`config.mk`:
```
export PLATFORM = sky130hd
export DESIGN_NAME = rsp_queue
export DESIGN_NICKNAME = d
export VERILOG_FILES = /design/src/hw/rtl/rsp_pkg.sv /design/src/hw/rtl/rsp_queue.sv
export SDC_FILE = /design/constraint.sdc
export NUM_CORES = 1
export LEC_CHECK = 0
export ABC_AREA = 1
export BUFFER_PORTS_ARGS = -buffer_cell sky130_fd_sc_hd__buf_2
export CORE_UTILIZATION = 47
export CTS_CLUSTER_SIZE = 12
export DETAILED_ROUTE_END_ITERATION = 8
export GPL_TIMING_DRIVEN = 1
export PLACE_DENSITY = 0.83
export REMOVE_ABC_BUFFERS = 1
export SLEW_MARGIN = 10
export SYNTH_ARGS = -nofsm -noshare
export SYNTH_HDL_FRONTEND = slang
export SYNTH_SLANG_ARGS = --single-unit
```
`constraint.sdc`:
```
create_clock -name clk_i -period 8.6 [get_ports clk_i]
set_input_delay 1.72 -clock clk_i [delete_from_list [all_inputs] [get_ports clk_i]]
set_output_delay 1.72 -clock clk_i [all_outputs]
set_load 0.02 [all_outputs]
```
`src/hw/rtl/rsp_pkg.sv`:
```
// rsp_pkg: types, constants and Q16.16 helpers for the road segment projector.
// No dependencies; every other file but rsp_if imports it.
package rsp_pkg;

  localparam int unsigned DataW = 32;
  localparam int unsigned IdxW  = 10;
  localparam int unsigned CfgIdxW = 3;

  typedef enum logic [CfgIdxW-1:0] {
    RegCamX      = 3'd0,
    RegCamY      = 3'd1,
    RegCamZ      = 3'd2,
    RegViewDist  = 3'd3,
    RegHalfWidth = 3'd4,
    RegHalfHgt   = 3'd5,
    RegNearThr   = 3'd6,
    RegLenAdj    = 3'd7
  } cfg_reg_e;

  typedef struct packed {
    logic              first_segment;
    logic signed [31:0] seg_x;
    logic signed [31:0] seg_y;
    logic signed [31:0] curve_ddx;
    logic signed [31:0] hill_ddy;
    logic signed [31:0] near_z;
  } seg_in_t;

  typedef struct packed {
    logic signed [31:0] screen_x;
    logic signed [31:0] screen_y;
    logic signed [31:0] scale;
    logic               new_horizon;
    logic [IdxW-1:0]    horizon_index;
    logic               behind_camera;
  } seg_out_t;

  // Front-end classification handed to the back end.
  typedef struct packed {
    seg_in_t            seg;
    logic               behind;
    logic [32:0]        zc;   // near_z - cam_z, positive when used
  } job_t;

  typedef struct packed {
    logic [31:0] cfg_wdata;
    logic [CfgIdxW-1:0] cfg_idx;
  } cfg_beat_t;

  function automatic logic signed [31:0] sat32(input logic signed [65:0] v);
    if (v > 66'sd2147483647) return 32'sh7FFFFFFF;
    if (v < -66'sd2147483648) return 32'sh80000000;
    return v[31:0];
  endfunction

  // Floor shift of an exact product: arithmetic shift floors toward -inf, but
  // the model rounds magnitude up for negatives, which is the same as floor.
  function automatic logic signed [31:0] qshift(input logic signed [63:0] p);
    logic signed [65:0] r;
    r = 66'(p >>> 16);
    return sat32(r);
  endfunction

endpackage

```
`src/hw/rtl/rsp_queue.sv`:
```
// rsp_queue: two-entry FIFO between front and back end.
// Depends on rsp_pkg.
module rsp_queue (
  input  logic          clk_i,
  input  logic          rst_ni,
  input  logic          in_valid_i,
  output logic          in_ready_o,
  input  rsp_pkg::job_t in_data_i,
  output logic          out_valid_o,
  input  logic          out_ready_i,
  output rsp_pkg::job_t out_data_o
);
  import rsp_pkg::*;

  job_t       mem_q [2];
  logic       wr_q, rd_q;
  logic [1:0] cnt_q;
  logic       push, pop;

  assign in_ready_o  = (cnt_q != 2'd2);
  assign out_valid_o = (cnt_q != 2'd0);
  assign out_data_o  = mem_q[rd_q];
  assign push = in_valid_i && in_ready_o;
  assign pop  = out_valid_o && out_ready_i;

  always_ff @(posedge clk_i or negedge rst_ni) begin
    if (!rst_ni) begin
      wr_q  <= 1'b0;
      rd_q  <= 1'b0;
      cnt_q <= 2'd0;
    end else begin
      if (push) wr_q <= ~wr_q;
      if (pop)  rd_q <= ~rd_q;
      cnt_q <= cnt_q + 2'(push) - 2'(pop);
    end
  end

  always_ff @(posedge clk_i) begin
    if (push) mem_q[wr_q] <= in_data_i;
  end
endmodule

```
---- Yosys cells after proc, flatten, opt, wreduce, memory -nomap -nowiden ----
Memories as Yosys holds them, arrays and structs flattened.
Cells that the tools add are included.
operators by class
  $add $sub $neg .......................... 2
  equality and inequality tests ........... 1
  mux-type cells .......................... 2
  bitwise gates (word level) .............. 2
  reductions and logical operators ........ 3
operator list
  operator                                     count
  2-bit by 1-bit adder with 2-bit output       1
  1-bit logical AND                            2
  1-bit 2-to-1 mux                             2
  2-bit != test, second input constant         1
  1-bit inverter                               2
  2-bit nonzero test                           1
  2-bit by 1-bit subtractor with 2-bit output  1
storage, ports and cells
  flip-flop bits (word level) ............. 4
  bits in writable memories ............... 390
  bits of input ports ..................... 199
  output and inout port bits .............. 197
  logic and storage cells ................. 14
  memories ................................ 1
memory list
  memory  words  bits a word  rd ports  clocked after Yosys merged registers in  wr ports  line             RTL
  mem_q   2      195          1         0                                        1         rsp_queue.sv:15  job_t mem_q [2];

---- Longest topological paths before layout ----
  depth after elaboration ................. 4
  mapped depth ............................ 10
  depth with buffers taken out ............ 10

---- Least setup slack after synthesis ----
Ideal clock, no wire load.
  kind .................................... input port to flip-flop
  from .................................... in in_valid_i
  to ...................................... mem mem_q[1][0] in the netlist's numbering, enable pin
  setup time .............................. 0.753 ns
  data arrival time ....................... 9.897 ns
  data required time ...................... 7.847 ns
  path slack .............................. -2.051 ns
  cell stages on the path ................. 2
  buffers on the path ..................... 0
  cell sequence ........................... nand2_1 nor2_1
on the way
  longest elaborated chain between the ends .. 3
ends and longest elaborated chain
  item                                    line             RTL
  from (decl)                             rsp_queue.sv:6   input logic in_valid_i,
  1-bit logical AND                       rsp_queue.sv:23  assign push = in_valid_i && in_ready_o;
  1-bit 2-to-1 mux                        rsp_queue.sv:39  if (push) mem_q[wr_q] <= in_data_i;
  1-bit 2-to-1 mux (not written as such)  rsp_queue.sv:39
  to (decl)                               rsp_queue.sv:15
No other way between the ends.

==> results.md <==
- Ports: just under 400
- Fillers: 2,300
- CTS buffer count: a little over 40
- Req. time, crit path: 6.88 ns
- Worst-path fanout max: around 120
- Drt wl/cell: 16.8 um
- Mean post-synth cell area: ~14 um2
- Sw Ratio: 37.4%
- Max incr delay on CP: ~0.76 ns
- CP Launch Type: flip-flop
- Setup WS pre-CTS: 4.30 ns
- Vias/cell: 4.90
- CP max-delay cell: buf_4
- Post-Place Cells: 1,799
- H-tree depth: 2
- Drt total wl: around 32,000 um
- Rel. slew slack: around 28%
- Hold Crit Class: reg2reg
- Synthesis Warnings: 0
- Slew Viols, Final: 0
- Initial Utilization: around half
- Core area: 30,000 um2
- Synth area leader: edfxtp_1
- Chip height: ~180 um
- VDD IR max: around 220 uV
- CP dominant cell by count: nand2_1
- CTS Sinks: slightly below 400
- Largest net degree at the start of global routing: ~130
- Fmax: approximately 0.21 GHz
- Non-Filler Instances: around 1,900
- Die area: about 31,000 um2
- Post-CTS Resized: 0
- Clock Tree Buf Depth: 3
- Distinct cells, synth: 11
- Sw power: between 2 and 2.5 mW
- Residual DRC count: 0
- Initial antenna violation count: 9
- Mapped Cells: between 1,000 and 1,500
- First-pass GRT wire length: around 47,000 um
- Share of post-route cells with drive strength above 1: between 30% and 40%
- Clock root buffer: clkbuf_16
- # port buffers: 395
- Iter 0 DRT Violations: 570
- Vias in the first global route: between 9,000 and 10,000
- Synth area leaders: edfxtp_1, nand2_1, buf_6
- Clock share of power: ~24%
- Hpwl dp: between 20,000 and 25,000 um
- Global-route total usage across every layer: 19.3%
- Drt first pass iters: 5
- Pwr Density: 369 nW/um2
- Mapped Area: 14,400 um2
- CP arrival: approximately 3.1 ns
- LEAKAGE: 7.71 nW
- Int Pwr: roughly 4.1 mW
- Fin crit period: about 4.8 ns
- Post-DRT Antenna Nets: 0
- CP cell instances: inv_6 -> buf_4 -> nand2_1 -> nand2_1 -> buf_2
- RSZ-0062 raised after global routing: no
- # hold bufs at CTS: 0
- Die width: 177 um
- Actual slew at the worst max-slew pin: about 1.1 ns
- TritonCTS clock tree: built
- Max_cap viols: 0
- Skew-Pair Late Insertion Delay: approximately 0.52 ns
- Total gr overflow: 0
- Final worst-path cycle share: ~56%
- Final core occ: approximately 60%
- Setup Skew: 0.0179 ns
- Crit path capture type: primary output
- Layout area overhead: 23.9%
- Final setup viols: 0
- Reg clk slew, reported paths: around 0.06 ns
- # nets final: approximately 1,700
- Critical Setup Path Class: reg2out
- Seq pwr share: 41.5%
- Logic pwr share: between 30% and 40%
- Top-area cell type share of the netlist area: 81.1%
- Final setup margin: 3.78 ns
- Row Count: 63
- Routability cong.: 0.803
- Status: finished, final reports clean
- Yosys reg bits: 394
- Post-CTS Setup Bufs: 0
- Final Hold Fails: 0
- Min Hold Slack: approximately 0.47 ns
- Sequential area share after synthesis: between 80% and 90%
- Via count: ~9,200
## worst paths after layout
| check | startpoint | end | slack [ns] | depth (start not counted) |
|---|---|---|---|---|
| max in group asynchronous | rst_ni | rd_q$_DFFE_PN0P_ | 7.46 | 1 |
| min reg2reg | wr_q$_DFFE_PN0N_ | wr_q$_DFFE_PN0N_ | 0.47 | 2 |
| min | wr_q$_DFFE_PN0N_ | wr_q$_DFFE_PN0N_ | 0.47 | 2 |
| max | rd_q$_DFFE_PN0P_ | out_data_o[29] | 3.78 | 5 |
| max reg2reg | cnt_q[1]$_DFF_PN0_ | mem_q[1][66]$_DFFE_PP_ | 5.77 | 5 |
| min in group asynchronous | rst_ni | cnt_q[0]$_DFF_PN0_ | 1.00 | 1 |
## metrics by stage
step	area (um2)	power [mW]	TNS [ns]
2_1_floorplan	14100	4.35	-399.91
6_report	17900	6.61	0
5_1_grt	17900	6.96	0
3_3_place_gp	16700	5.02	0
3_5_place_dp	16700	5.07	0
4_1_cts	17900	6.68	0
## cells in the final DEF (no fill, tap or decap)
cell type  netlist  layout
dfrtp_4          0       1
clkinv_4         0       1
clkbuf_1         0      13
nand2_1        598     598
nor2_4           0       1
clkbuf_16        0      43
diode_2          0       8
ha_1             2       2
clkbuf_8         0       1
dfrtp_1          4       3
nand3_1          3       3
clkinv_1         0       5
edfxtp_1       390     390
buf_2           24     395
inv_1            8       7
buf_4            7       7
clkinv_2         0       4
inv_8            0       1
inv_6            0       2
## flip-flops by register name (all words and copies together) (netlist names)
register  count
wr_q          1
cnt_q         2
rd_q          1
mem_q       390
## worst max-delay path: cells and delay by family (launching register included)
kind | cells | cell delay [ns]
buffers and inverters | 3 | 1.59
DFF | 1 | 0.61
and+or+nand+nor | 2 | 0.29
## synth_stat cells (all sizes together)
| library cell | n |
|---|---|
| nand2 | 598 |
| edfxtp | 390 |
| buf | 43 |
| inv | 9 |
| dfrtp | 4 |
| nand3 | 3 |
| ha | 2 |
| nor2 | 1 |
## area by class of cell
type / count / area [um2] / share of cell area [%]
antenna: 8 / 20.0 / 0.112
tap: 390 / 488 / 2.73
clock buffer: 57 / 1140 / 6.36
sequential: 394 / 11800 / 66.0
multi-input combinational: 604 / 2300 / 12.8
timing repair buffer: 402 / 2030 / 11.3
clock inverter: 11 / 56.3 / 0.315
inverter: 9 / 46.3 / 0.259
## power groups by stage
stage | combinational, mW | sequential [mW] | clock, mW
6_report | 2.28 | 2.74 | 1.59
5_1_grt | 2.48 | 2.78 | 1.70
3_3_place_gp | 2.26 | 2.76 | 0
3_5_place_dp | 2.29 | 2.78 | 0
4_1_cts | 2.30 | 2.74 | 1.63
2_1_floorplan | 1.43 | 2.93 | 0
## routing by layer
layer	track usage, %	share of wire, %
met2	34.7	52
met1	21.1	35
met3	5.33	8.7
met5	0	0.086
met4	9.22	4.1
## kinds of logic after synthesis
family / Yosys count / share of synthesized area [%]
AND/OR/NAND/NOR: 602 / 15.7
adder cells (fa/ha/maj): 2 / 0.173
buffers and inverters: 52 / 2.38
flip-flops: 394 / 81.8
Note: power is estimated with default switching activity, not from simulation.
