==> config.mk <==
export PLATFORM = sky130hd
export DESIGN_NAME = rsp_back_flat
export DESIGN_NICKNAME = d
export VERILOG_FILES = /design/src/hw/rtl/rsp_pkg.sv /design/src/hw/rtl/rsp_if.sv /design/src/hw/rtl/rsp_back.sv /design/src/flat_wrapper.sv
export SDC_FILE = /design/constraint.sdc
export NUM_CORES = 1
export LEC_CHECK = 0
export ABC_CLOCK_PERIOD_IN_PS = 2000
export BUFFER_PORTS_ARGS = -buffer_cell sky130_fd_sc_hd__buf_2
export CORE_AREA = 2 2 165 167
export CTS_CLUSTER_DIAMETER = 120
export DETAILED_ROUTE_END_ITERATION = 10
export DIE_AREA = 0 0 167 169
export PLACE_DENSITY = 0.42
export RECOVER_POWER = 25
export SYNTH_ARGS = -nofsm -noshare
export SYNTH_HDL_FRONTEND = slang
export SYNTH_SLANG_ARGS = --single-unit
==> constraint.sdc <==
create_clock -name clk_i -period 2 [get_ports clk_i]
set_input_delay 0 -clock clk_i [delete_from_list [all_inputs] [get_ports clk_i]]
set_output_delay 0 -clock clk_i [all_outputs]
set_load 0.05 [all_outputs]
==> src/hw/rtl/rsp_pkg.sv <==
// rsp_pkg: types, constants and Q16.16 helpers for the road segment projector.
// No dependencies; every other file but rsp_if imports it.
package rsp_pkg;

  localparam int unsigned DataW = 32;
  localparam int unsigned IdxW  = 10;
  localparam int unsigned CfgIdxW = 3;

  typedef enum logic [CfgIdxW-1:0] {
    RegCamX      = 3'd0,
    RegCamY      = 3'd1,
    RegCamZ      = 3'd2,
    RegViewDist  = 3'd3,
    RegHalfWidth = 3'd4,
    RegHalfHgt   = 3'd5,
    RegNearThr   = 3'd6,
    RegLenAdj    = 3'd7
  } cfg_reg_e;

  typedef struct packed {
    logic              first_segment;
    logic signed [31:0] seg_x;
    logic signed [31:0] seg_y;
    logic signed [31:0] curve_ddx;
    logic signed [31:0] hill_ddy;
    logic signed [31:0] near_z;
  } seg_in_t;

  typedef struct packed {
    logic signed [31:0] screen_x;
    logic signed [31:0] screen_y;
    logic signed [31:0] scale;
    logic               new_horizon;
    logic [IdxW-1:0]    horizon_index;
    logic               behind_camera;
  } seg_out_t;

  // Front-end classification handed to the back end.
  typedef struct packed {
    seg_in_t            seg;
    logic               behind;
    logic [32:0]        zc;   // near_z - cam_z, positive when used
  } job_t;

  typedef struct packed {
    logic [31:0] cfg_wdata;
    logic [CfgIdxW-1:0] cfg_idx;
  } cfg_beat_t;

  function automatic logic signed [31:0] sat32(input logic signed [65:0] v);
    if (v > 66'sd2147483647) return 32'sh7FFFFFFF;
    if (v < -66'sd2147483648) return 32'sh80000000;
    return v[31:0];
  endfunction

  // Floor shift of an exact product: arithmetic shift floors toward -inf, but
  // the model rounds magnitude up for negatives, which is the same as floor.
  function automatic logic signed [31:0] qshift(input logic signed [63:0] p);
    logic signed [65:0] r;
    r = 66'(p >>> 16);
    return sat32(r);
  endfunction

endpackage

==> src/hw/rtl/rsp_if.sv <==
// rsp_if: valid/ready channel interface carrying a parameterized payload.
// Depends on nothing; payload types come from rsp_pkg at instantiation.
interface rsp_if #(
  parameter type payload_t = logic
);
  logic     valid;
  logic     ready;
  payload_t data;

  modport source (output valid, output data, input ready);
  modport sink   (input valid, input data, output ready);
endinterface

==> src/hw/rtl/rsp_back.sv <==
// rsp_back: per-segment sequencer with a shared multiplier and a radix-2
// divider; holds frame state and the output register. Depends on rsp_pkg.
module rsp_back #(
  parameter int unsigned MaxSegments = 1024
) (
  input  logic              clk_i,
  input  logic              rst_ni,
  input  logic signed [31:0] cam_x_i,
  input  logic signed [31:0] cam_y_i,
  input  logic [30:0]       view_distance_i,
  input  logic [30:0]       half_width_i,
  input  logic [30:0]       half_height_i,
  input  logic signed [31:0] near_threshold_i,
  input  logic [30:0]       length_adjust_i,
  input  logic              job_valid_i,
  output logic              job_ready_o,
  input  rsp_pkg::job_t     job_i,
  rsp_if.source             res_out
);
  import rsp_pkg::*;

  localparam int unsigned SegLimit = (MaxSegments < 1024) ? MaxSegments : 1024;
  localparam logic [IdxW-1:0] CntMax = IdxW'(SegLimit - 1);

  typedef enum logic [10:0] {
    StIdle  = 11'b00000000001,
    StPct   = 11'b00000000010,
    StSlx   = 11'b00000000100,
    StSly   = 11'b00000001000,
    StDiv   = 11'b00000010000,
    StXp    = 11'b00000100000,
    StYp    = 11'b00001000000,
    StSx    = 11'b00010000000,
    StSy    = 11'b00100000000,
    StUpd   = 11'b01000000000,
    StOut   = 11'b10000000000
  } state_e;

  state_e state_q, state_d;
  job_t   job_q;
  logic signed [31:0] slope_x_q, offset_x_q, slope_y_q, offset_y_q, horizon_row_q;
  logic [IdxW-1:0] horizon_seg_q, seg_cnt_q;
  logic signed [31:0] pct_q, scl_q, xp_q, yp_q, sx_q, sy_q;
  logic [5:0]  div_cnt_q;
  logic [47:0] quo_q;
  logic [32:0] rem_q;
  logic        out_valid_q;
  seg_out_t    res_q;
  seg_out_t    out_q;

  // Shared multiplier.
  logic signed [32:0] mul_a, mul_b;
  logic signed [65:0] mul_p;
  logic signed [31:0] mul_q;
  assign mul_p = mul_a * mul_b;
  assign mul_q = qshift(mul_p[63:0]);

  logic signed [31:0] xc, yc, hrow0, scr_y;
  logic signed [31:0] nslx, nsly;
  logic [33:0] rem_sh;
  logic        rem_ge;
  assign hrow0 = sat32(66'(half_height_i) * 66'sd2);
  assign xc = sat32(66'(job_q.seg.seg_x) - 66'(offset_x_q) - 66'(cam_x_i));
  assign yc = sat32(66'(job_q.seg.seg_y) - 66'(offset_y_q) - 66'(cam_y_i));
  assign rem_sh = {rem_q, quo_q[47]};
  assign rem_ge = rem_sh >= {1'b0, job_q.zc};
  // The saturated new slope feeds the offset.
  assign nslx = sat32(66'(slope_x_q) + 66'(job_q.seg.curve_ddx));
  assign nsly = sat32(66'(slope_y_q) + 66'(job_q.seg.hill_ddy));

  always_comb begin
    mul_a = '0;
    mul_b = '0;
    unique case (state_q)
      StPct: begin
        mul_a = 33'(sat32(66'(near_threshold_i) - 66'(job_q.seg.near_z)));
        mul_b = 33'(length_adjust_i);
      end
      StSlx: begin mul_a = 33'(job_q.seg.curve_ddx); mul_b = 33'(pct_q); end
      StSly: begin mul_a = 33'(job_q.seg.hill_ddy);  mul_b = 33'(pct_q); end
      StXp:  begin mul_a = 33'(xc); mul_b = 33'(scl_q); end
      StYp:  begin mul_a = 33'(yc); mul_b = 33'(scl_q); end
      StSx:  begin mul_a = 33'(half_width_i);  mul_b = 33'(xp_q); end
      StSy:  begin mul_a = 33'(half_height_i); mul_b = 33'(yp_q); end
      default: ;
    endcase
  end

  assign scr_y = sat32(66'(half_height_i) - 66'(sy_q));

  always_comb begin
    state_d = state_q;
    unique case (state_q)
      StIdle: if (job_valid_i) state_d = job_i.seg.first_segment ? StPct
                                         : (job_i.behind ? StUpd : StDiv);
      StPct:  state_d = StSlx;
      StSlx:  state_d = StSly;
      StSly:  state_d = job_q.behind ? StUpd : StDiv;
      StDiv:  if (div_cnt_q == 6'd47) state_d = StXp;
      StXp:   state_d = StYp;
      StYp:   state_d = StSx;
      StSx:   state_d = StSy;
      StSy:   state_d = StUpd;
      StUpd:  state_d = StOut;
      StOut:  if (!out_valid_q || res_out.ready) state_d = StIdle;
      default: state_d = StIdle;
    endcase
  end

  assign job_ready_o   = (state_q == StIdle);
  assign res_out.valid = out_valid_q;
  assign res_out.data  = out_q;

  always_ff @(posedge clk_i or negedge rst_ni) begin
    if (!rst_ni) begin
      state_q       <= StIdle;
      out_valid_q   <= 1'b0;
      slope_x_q     <= '0;
      offset_x_q    <= '0;
      slope_y_q     <= '0;
      offset_y_q    <= '0;
      horizon_row_q <= 32'sd39321600;
      horizon_seg_q <= '0;
      seg_cnt_q     <= '0;
      div_cnt_q     <= '0;
    end else begin
      state_q <= state_d;
      if (res_out.valid && res_out.ready) out_valid_q <= 1'b0;
      unique case (state_q)
        StIdle: begin
          div_cnt_q <= '0;
          if (job_valid_i && job_i.seg.first_segment) begin
            offset_x_q    <= '0;
            offset_y_q    <= '0;
            horizon_row_q <= hrow0;
            horizon_seg_q <= '0;
            seg_cnt_q     <= '0;
          end
        end
        StSlx: slope_x_q <= sat32(-66'(mul_q));
        StSly: slope_y_q <= sat32(-66'(mul_q));
        StDiv: div_cnt_q <= div_cnt_q + 6'd1;
        StUpd: begin
          if (!job_q.behind && (horizon_row_q > scr_y)) begin
            horizon_row_q <= scr_y;
            horizon_seg_q <= seg_cnt_q;
          end
          slope_x_q  <= nslx;
          offset_x_q <= sat32(66'(offset_x_q) + 66'(nslx));
          slope_y_q  <= nsly;
          offset_y_q <= sat32(66'(offset_y_q) + 66'(nsly));
          if (seg_cnt_q < CntMax) seg_cnt_q <= seg_cnt_q + 1'b1;
        end
        StOut: if (!out_valid_q || res_out.ready) out_valid_q <= 1'b1;
        default: ;
      endcase
    end
  end

  always_ff @(posedge clk_i) begin
    unique case (state_q)
      StIdle: begin
        if (job_valid_i) job_q <= job_i;
        quo_q <= {1'b0, view_distance_i, 16'd0};
        rem_q <= '0;
      end
      StPct: pct_q <= mul_q;
      StDiv: begin
        rem_q <= rem_ge ? 33'(rem_sh - {1'b0, job_q.zc}) : rem_sh[32:0];
        quo_q <= {quo_q[46:0], rem_ge};
      end
      StXp: begin
        xp_q  <= mul_q;
      end
      StYp: yp_q <= mul_q;
      StSx: sx_q <= mul_q;
      StSy: sy_q <= mul_q;
      StUpd: begin
        res_q.behind_camera <= job_q.behind;
        res_q.new_horizon   <= !job_q.behind && (horizon_row_q > scr_y);
        res_q.horizon_index <= (!job_q.behind && (horizon_row_q > scr_y))
                               ? seg_cnt_q : horizon_seg_q;
        res_q.screen_x <= job_q.behind ? '0
                          : sat32(66'(half_width_i) + 66'(sx_q));
        res_q.screen_y <= job_q.behind ? '0 : scr_y;
        res_q.scale    <= job_q.behind ? '0 : scl_q;
      end
      // Hold the finished result until the output register is free.
      StOut: if (!out_valid_q || res_out.ready) out_q <= res_q;
      default: ;
    endcase
  end

  // Saturate the 48-bit quotient into the scale register once it completes.
  always_ff @(posedge clk_i) begin
    if (state_q == StXp && div_cnt_q == 6'd48) scl_q <= scl_q;
    else if (state_q == StDiv && div_cnt_q == 6'd47)
      scl_q <= (|quo_q[46:30] || rem_ge && quo_q[30]) ? 32'sh7FFFFFFF
               : {1'b0, quo_q[29:0], rem_ge};
  end
endmodule

==> src/flat_wrapper.sv <==
// flat-port wrapper written by rule: the top's interface ports become plain ports
module rsp_back_flat import rsp_pkg::*;
#(
  parameter int unsigned MaxSegments = 1024
)
  (clk_i, rst_ni, cam_x_i, cam_y_i, view_distance_i, half_width_i, half_height_i, near_threshold_i, length_adjust_i, job_valid_i, job_ready_o, job_i, res_out_valid, res_out_data, res_out_ready);
  rsp_if res_out_i ();
  input  logic clk_i;
  input  logic rst_ni;
  input  logic signed [31:0] cam_x_i;
  input  logic signed [31:0] cam_y_i;
  input  logic [30:0] view_distance_i;
  input  logic [30:0] half_width_i;
  input  logic [30:0] half_height_i;
  input  logic signed [31:0] near_threshold_i;
  input  logic [30:0] length_adjust_i;
  input  logic job_valid_i;
  output logic job_ready_o;
  input  rsp_pkg::job_t job_i;
  output wire logic [$bits(res_out_i.valid)-1:0] res_out_valid;
  output wire logic [$bits(res_out_i.data)-1:0] res_out_data;
  input wire logic [$bits(res_out_i.ready)-1:0] res_out_ready;
  assign res_out_valid = res_out_i.valid;
  assign res_out_data = res_out_i.data;
  assign res_out_i.ready = res_out_ready;
  rsp_back #(.MaxSegments(MaxSegments)) u_core (.clk_i(clk_i), .rst_ni(rst_ni), .cam_x_i(cam_x_i), .cam_y_i(cam_y_i), .view_distance_i(view_distance_i), .half_width_i(half_width_i), .half_height_i(half_height_i), .near_threshold_i(near_threshold_i), .length_adjust_i(length_adjust_i), .job_valid_i(job_valid_i), .job_ready_o(job_ready_o), .job_i(job_i), .res_out(res_out_i));
endmodule
Word-level counts from Yosys, hierarchy flattened
Cells that the tools add are included.

Register bits: 21. Input port bits: 419. Output and inout bits: 3.

Add/subtract/negate cells: 1. Equal/unequal tests: 15. Multiplexer cells: 11. Reductions and logical operators: 7.

Operator list (number): case mux 11 bit (11 select lines) (1); 2-to-1 mux 11 bit (4); 2-to-1 mux 10 bit (2); case mux 6 bit (2 select lines) (1); equality test 11 x 1 -> 1 bit, second input constant (1); equality test 11 x 10 -> 1 bit, second input constant (1); equality test 11 bit, second input constant (1); equality test 11 x 2 -> 1 bit, second input constant (1); equality test 11 x 3 -> 1 bit, second input constant (1); equality test 11 x 4 -> 1 bit, second input constant (1); equality test 11 x 5 -> 1 bit, second input constant (1); equality test 11 x 6 -> 1 bit, second input constant (1); equality test 11 x 7 -> 1 bit, second input constant (1); equality test 11 x 8 -> 1 bit, second input constant (1); equality test 11 x 9 -> 1 bit, second input constant (1); adder 6 x 1 -> 6 bit, second input constant (1); equality test 6 bit, second input constant (1); inequality test 2 x 1 -> 1 bit, second input constant (2); AND reduction 2 bit (2); 2-to-1 mux 1 bit (3); AND reduction 3 bit (1); inequality test 2 bit, second input constant (1); nonzero test 2 bit (1); logical AND 1 bit (1); 2 further kinds (2).

Depth between registers and ports, before layout
Word-level depth: 4. Gate-level depth with buffers: 7. Mapped depth without buffers: 6.

Worst setup path before layout
OpenSTA, ideal clock, no wires.

Path kind: reg2reg. Start: reg u_core.state_q[3]. End: reg u_core.div_cnt_q[5]. Setup time: 121 ps. Data arrival time: 1474 ps. Required time: 1879 ps. Setup slack: 405 ps. Cell stages (with the launch flop): 7. Cell sequence: dfrtp_1 > buf_6 > nor3_1 > nand4_2 > inv_4 > nor2_4 > a22o_1.

Word-level cells in the longest chain between the ends: 2. Elaborated cells between the ends (all ways): 4.

Ends and longest elaborated chain: start: declaration (line rsp_back.sv:39) `state_e state_q, state_d;`; start signal: assignment (line rsp_back.sv:116) `state_q <= StIdle;`; start signal: assignment (line rsp_back.sv:127) `state_q <= state_d;`; equality test 11 x 1 -> 1 bit (*); net job_ready_o (line flat_wrapper.sv:18) `output logic job_ready_o;`; case mux 6 bit (2 select lines) / nonzero test 2 bit (equally long branches); end signal: assignment (line rsp_back.sv:142) `StDiv: div_cnt_q <= div_cnt_q + 6'd1;`; end: declaration (line rsp_back.sv:44) `logic [5:0] div_cnt_q;`.

Mark *: on every way through the listed nets, which the timed path passes. The rest lies on a longest branch. A chain may end at the register's enable or synchronous reset.

Worst setup path after layout
Start: reg u_core.state_q[5]. End: out job_ready_o.

Word-level cells in the longest chain between the ends: 1.

Ends and longest elaborated chain: equality test 11 x 1 -> 1 bit (line rsp_back.sv:110) `assign job_ready_o = (state_q == StIdle);`; end: declaration (line flat_wrapper.sv:18).

Every way passes these cells.

==> results.json <==
{
  "pwr-share-comb_pct": 2.2,
  "dp.cells": 454,
  "syn_area_sq_um": 1140,
  "yosysTopAreaCellShare_pct": 37.2,
  "firstDrtPassIters": 4,
  "regToRegSetupSlack_ns": 0.26,
  "cts_setup_buffers": 0,
  "clock_skew_ns": 0.00242,
  "rows": 60,
  "ys_ff_latch": 21,
  "slew_headroom_pct": 29.3,
  "seqPwrFrac_pct": 49.2,
  "cts_resized": 0,
  "maxCapViolations": 0,
  "clockRootBuffer": "clkbuf_16",
  "multi_input_area_sq_um": 546,
  "ant_nets": 0,
  "power.switching_mw": 0.167,
  "finalSetupViolCount": 0,
  "syn_inst": 109,
  "vias_per_cell": 1.86,
  "synth_edf_count": 3,
  "synth_flop_cell": "dfrtp_1",
  "grt_pass1_wl_mm": 4.36,
  "grt_pass1_vias": 893,
  "drc": 0,
  "synthArstFlopShare_pct": 85.7,
  "routed_wl_mm": 2.48,
  "cp-start-kind": "flop",
  "synthTopCellsByCount": "dfrtp_1 (17), nor2_1 (11), nand2_1 (7)",
  "cts.sinks": 21,
  "fin_area_sq_um": 1690,
  "antenna_found_initial": 0,
  "rsz0062_at_grt": "no",
  "switching_share_pct": 19.0,
  "period_needed_ns": 1.74,
  "power.share.clock_pct": 48.5,
  "core_area_sq_um": 26500,
  "fp.dieW_microns": 167,
  "place.port_buffers": 8,
  "yosysMostFrequentCell": "dfrtp_1",
  "p_per_area_nw_per_um2": 520,
  "arrival_ns": 1.74,
  "cts_buffers": 3,
  "period_share_pct": 87.2,
  "place.gp.congestion": 0.658,
  "synth-seq-area-share_pct": 47.4,
  "initial_core_util_pct": 4.31,
  "num_antenna_cells": 0,
  "hp-class": "in -> reg",
  "htreeDepth": 1,
  "drive_above_1_share_pct": 17.5,
  "p_int_mw": 0.712,
  "maxSlewViolCount": 0,
  "num-fill-cells": 3085,
  "grtUsageTotal_pct": 1.93,
  "grt_max_degree": 19,
  "tritoncts": "done",
  "die_area_sq_um": 28200,
  "wl_per_cell_microns": 5.37,
  "cts-hold-fix-buffers": 3,
  "synth_area_leader_cell": "dfrtp_1",
  "die_h_microns": 169,
  "clock_path_buffers": 2,
  "place_area_sq_um": 1580,
  "vias": 856,
  "synth_nets": 529,
  "cp-end-kind": "primary output",
  "final_nets": 541,
  "tns_ns": 0,
  "syn2layout_area_growth_pct": 48.0,
  "grt_overflow": 0,
  "status": "complete, no violations",
  "synth_area_leaders": "dfrtp_1 (37%), edfxtp_1 (7.9%), nor4b_1 (3.8%)",
  "hpwlAfterDp_mm": 1.87,
  "peakVddDrop_v": 0.000298,
  "clkLatencyLatePin_ns": 0.25,
  "drt_iter0_drc": 28,
  "finalHoldViolations": 0,
  "power_leakage_nw": 0.593,
  "avgSynthCellArea_sq_um": 10.5,
  "path_clk_slew_ns": 0.06,
  "regArea_sq_um": 542,
  "fmax_ghz": 0.573,
  "worstMarginPinSlew_ns": 1.06,
  "ys.warnings.count": 0,
  "synth_cell_type_count": 46,
  "finalNonFillerCells": 461,
  "worst-setup-path-type": "reg -> out",
  "io_pins": 422,
  "critical_path_required_ns": 2.00,
  "crit_path_max_fanout": 6,
  "finalPower_mw": 0.879
}
## cell usage in the layout, fill, tap and decap left out, types with 3 or more instances in the layout
master,n
buf_2,7
xor2_1,3
dfrtp_1,17
dlygate4sd3_1,3
nor3b_1,3
o21ai_0,3
nor2_1,11
nor4b_1,5
a22o_1,3
inv_1,4
nor3_1,4
nand3_1,3
clkbuf_16,3
nand2_1,7
o21ai_1,4
edfxtp_1,3
## registers in the layout, summed over array words and instances, names as in the netlist
name and count:
u_core.state_q 11, u_core.res_out.data 1, u_core.div_cnt_q 6, u_core.job_q 1, u_core.res_q 1, u_core.res_out.valid 1
## worst paths after layout
path                              startpoint                  end  cells past startpoint
setup / recovery           u_core.state_q[5]          job_ready_o                      4
hold / removal                   job_valid_i    u_core.state_q[1]                      2
setup reg to reg           u_core.state_q[2]  u_core.div_cnt_q[5]                      4
hold reg to reg              u_core.res_q[0]  u_core.res_out.data                      0
max in group asynchronous             rst_ni    u_core.state_q[9]                      2
min in group asynchronous             rst_ni  u_core.div_cnt_q[1]                      2
## critical path: stages, from the launching register on
cell and delay, ns:
dfrtp_1 0.45, nor4_4 0.41, nand4_2 0.22, inv_4 0.14
buf_2 0.27
## metal layers
metal	part of all wire, %	track usage [%]
met1	45	2.09
met2	49	3.20
met3	4.6	0.959
met4	1.3	0.787
met5	0	0
## power groups by stage
stage               logic [mW]  registers (mW)  clock network, mW
floorplan              0.00152           0.441                  0
global placement        0.0157           0.441                  0
detailed placement      0.0161           0.441                  0
CTS                     0.0208           0.433              0.438
global route            0.0222           0.432              0.464
finish                  0.0197           0.433              0.426
## layout make-up
class	count	share of cell area, %
multi-input cells	78	32.3
flip-flops and latches	21	32.1
well taps	341	25.2
clock buffers	4	4.66
repair buffers	12	4.52
inverters	5	1.26
## cells by family (layout without fill, tap and decap cells)
group	count (synthesis)	count (layout)	synth area share, %
AND/OR/NAND/NOR	52	52	30.9
flip-flops	21	21	47.4
multiplexers	1	1	0.876
adder cells (fa/ha/maj)	1	1	1.10
buffers and inverters	10	21	4.82
AO/OA/AOI/OAI	20	20	11.8
XOR/XNOR	4	4	3.07
## through the flow
| stage | worst slack [ns] | utilization, % | hold WS [ns] |
|---|---|---|---|
| after global routing | 0.116 | 6.38 | 0.0142 |
| after floorplan | 0.405 | - | -0.296 |
| after CTS | 0.228 | 6.38 | 0.00703 |
| after global placement | 0.275 | 5.97 | -0.0315 |
| after detailed placement | 0.249 | 5.97 | -0.0273 |
| final | 0.256 | 6.38 | 0.0134 |
Note: power is estimated with default switching activity, not from simulation.
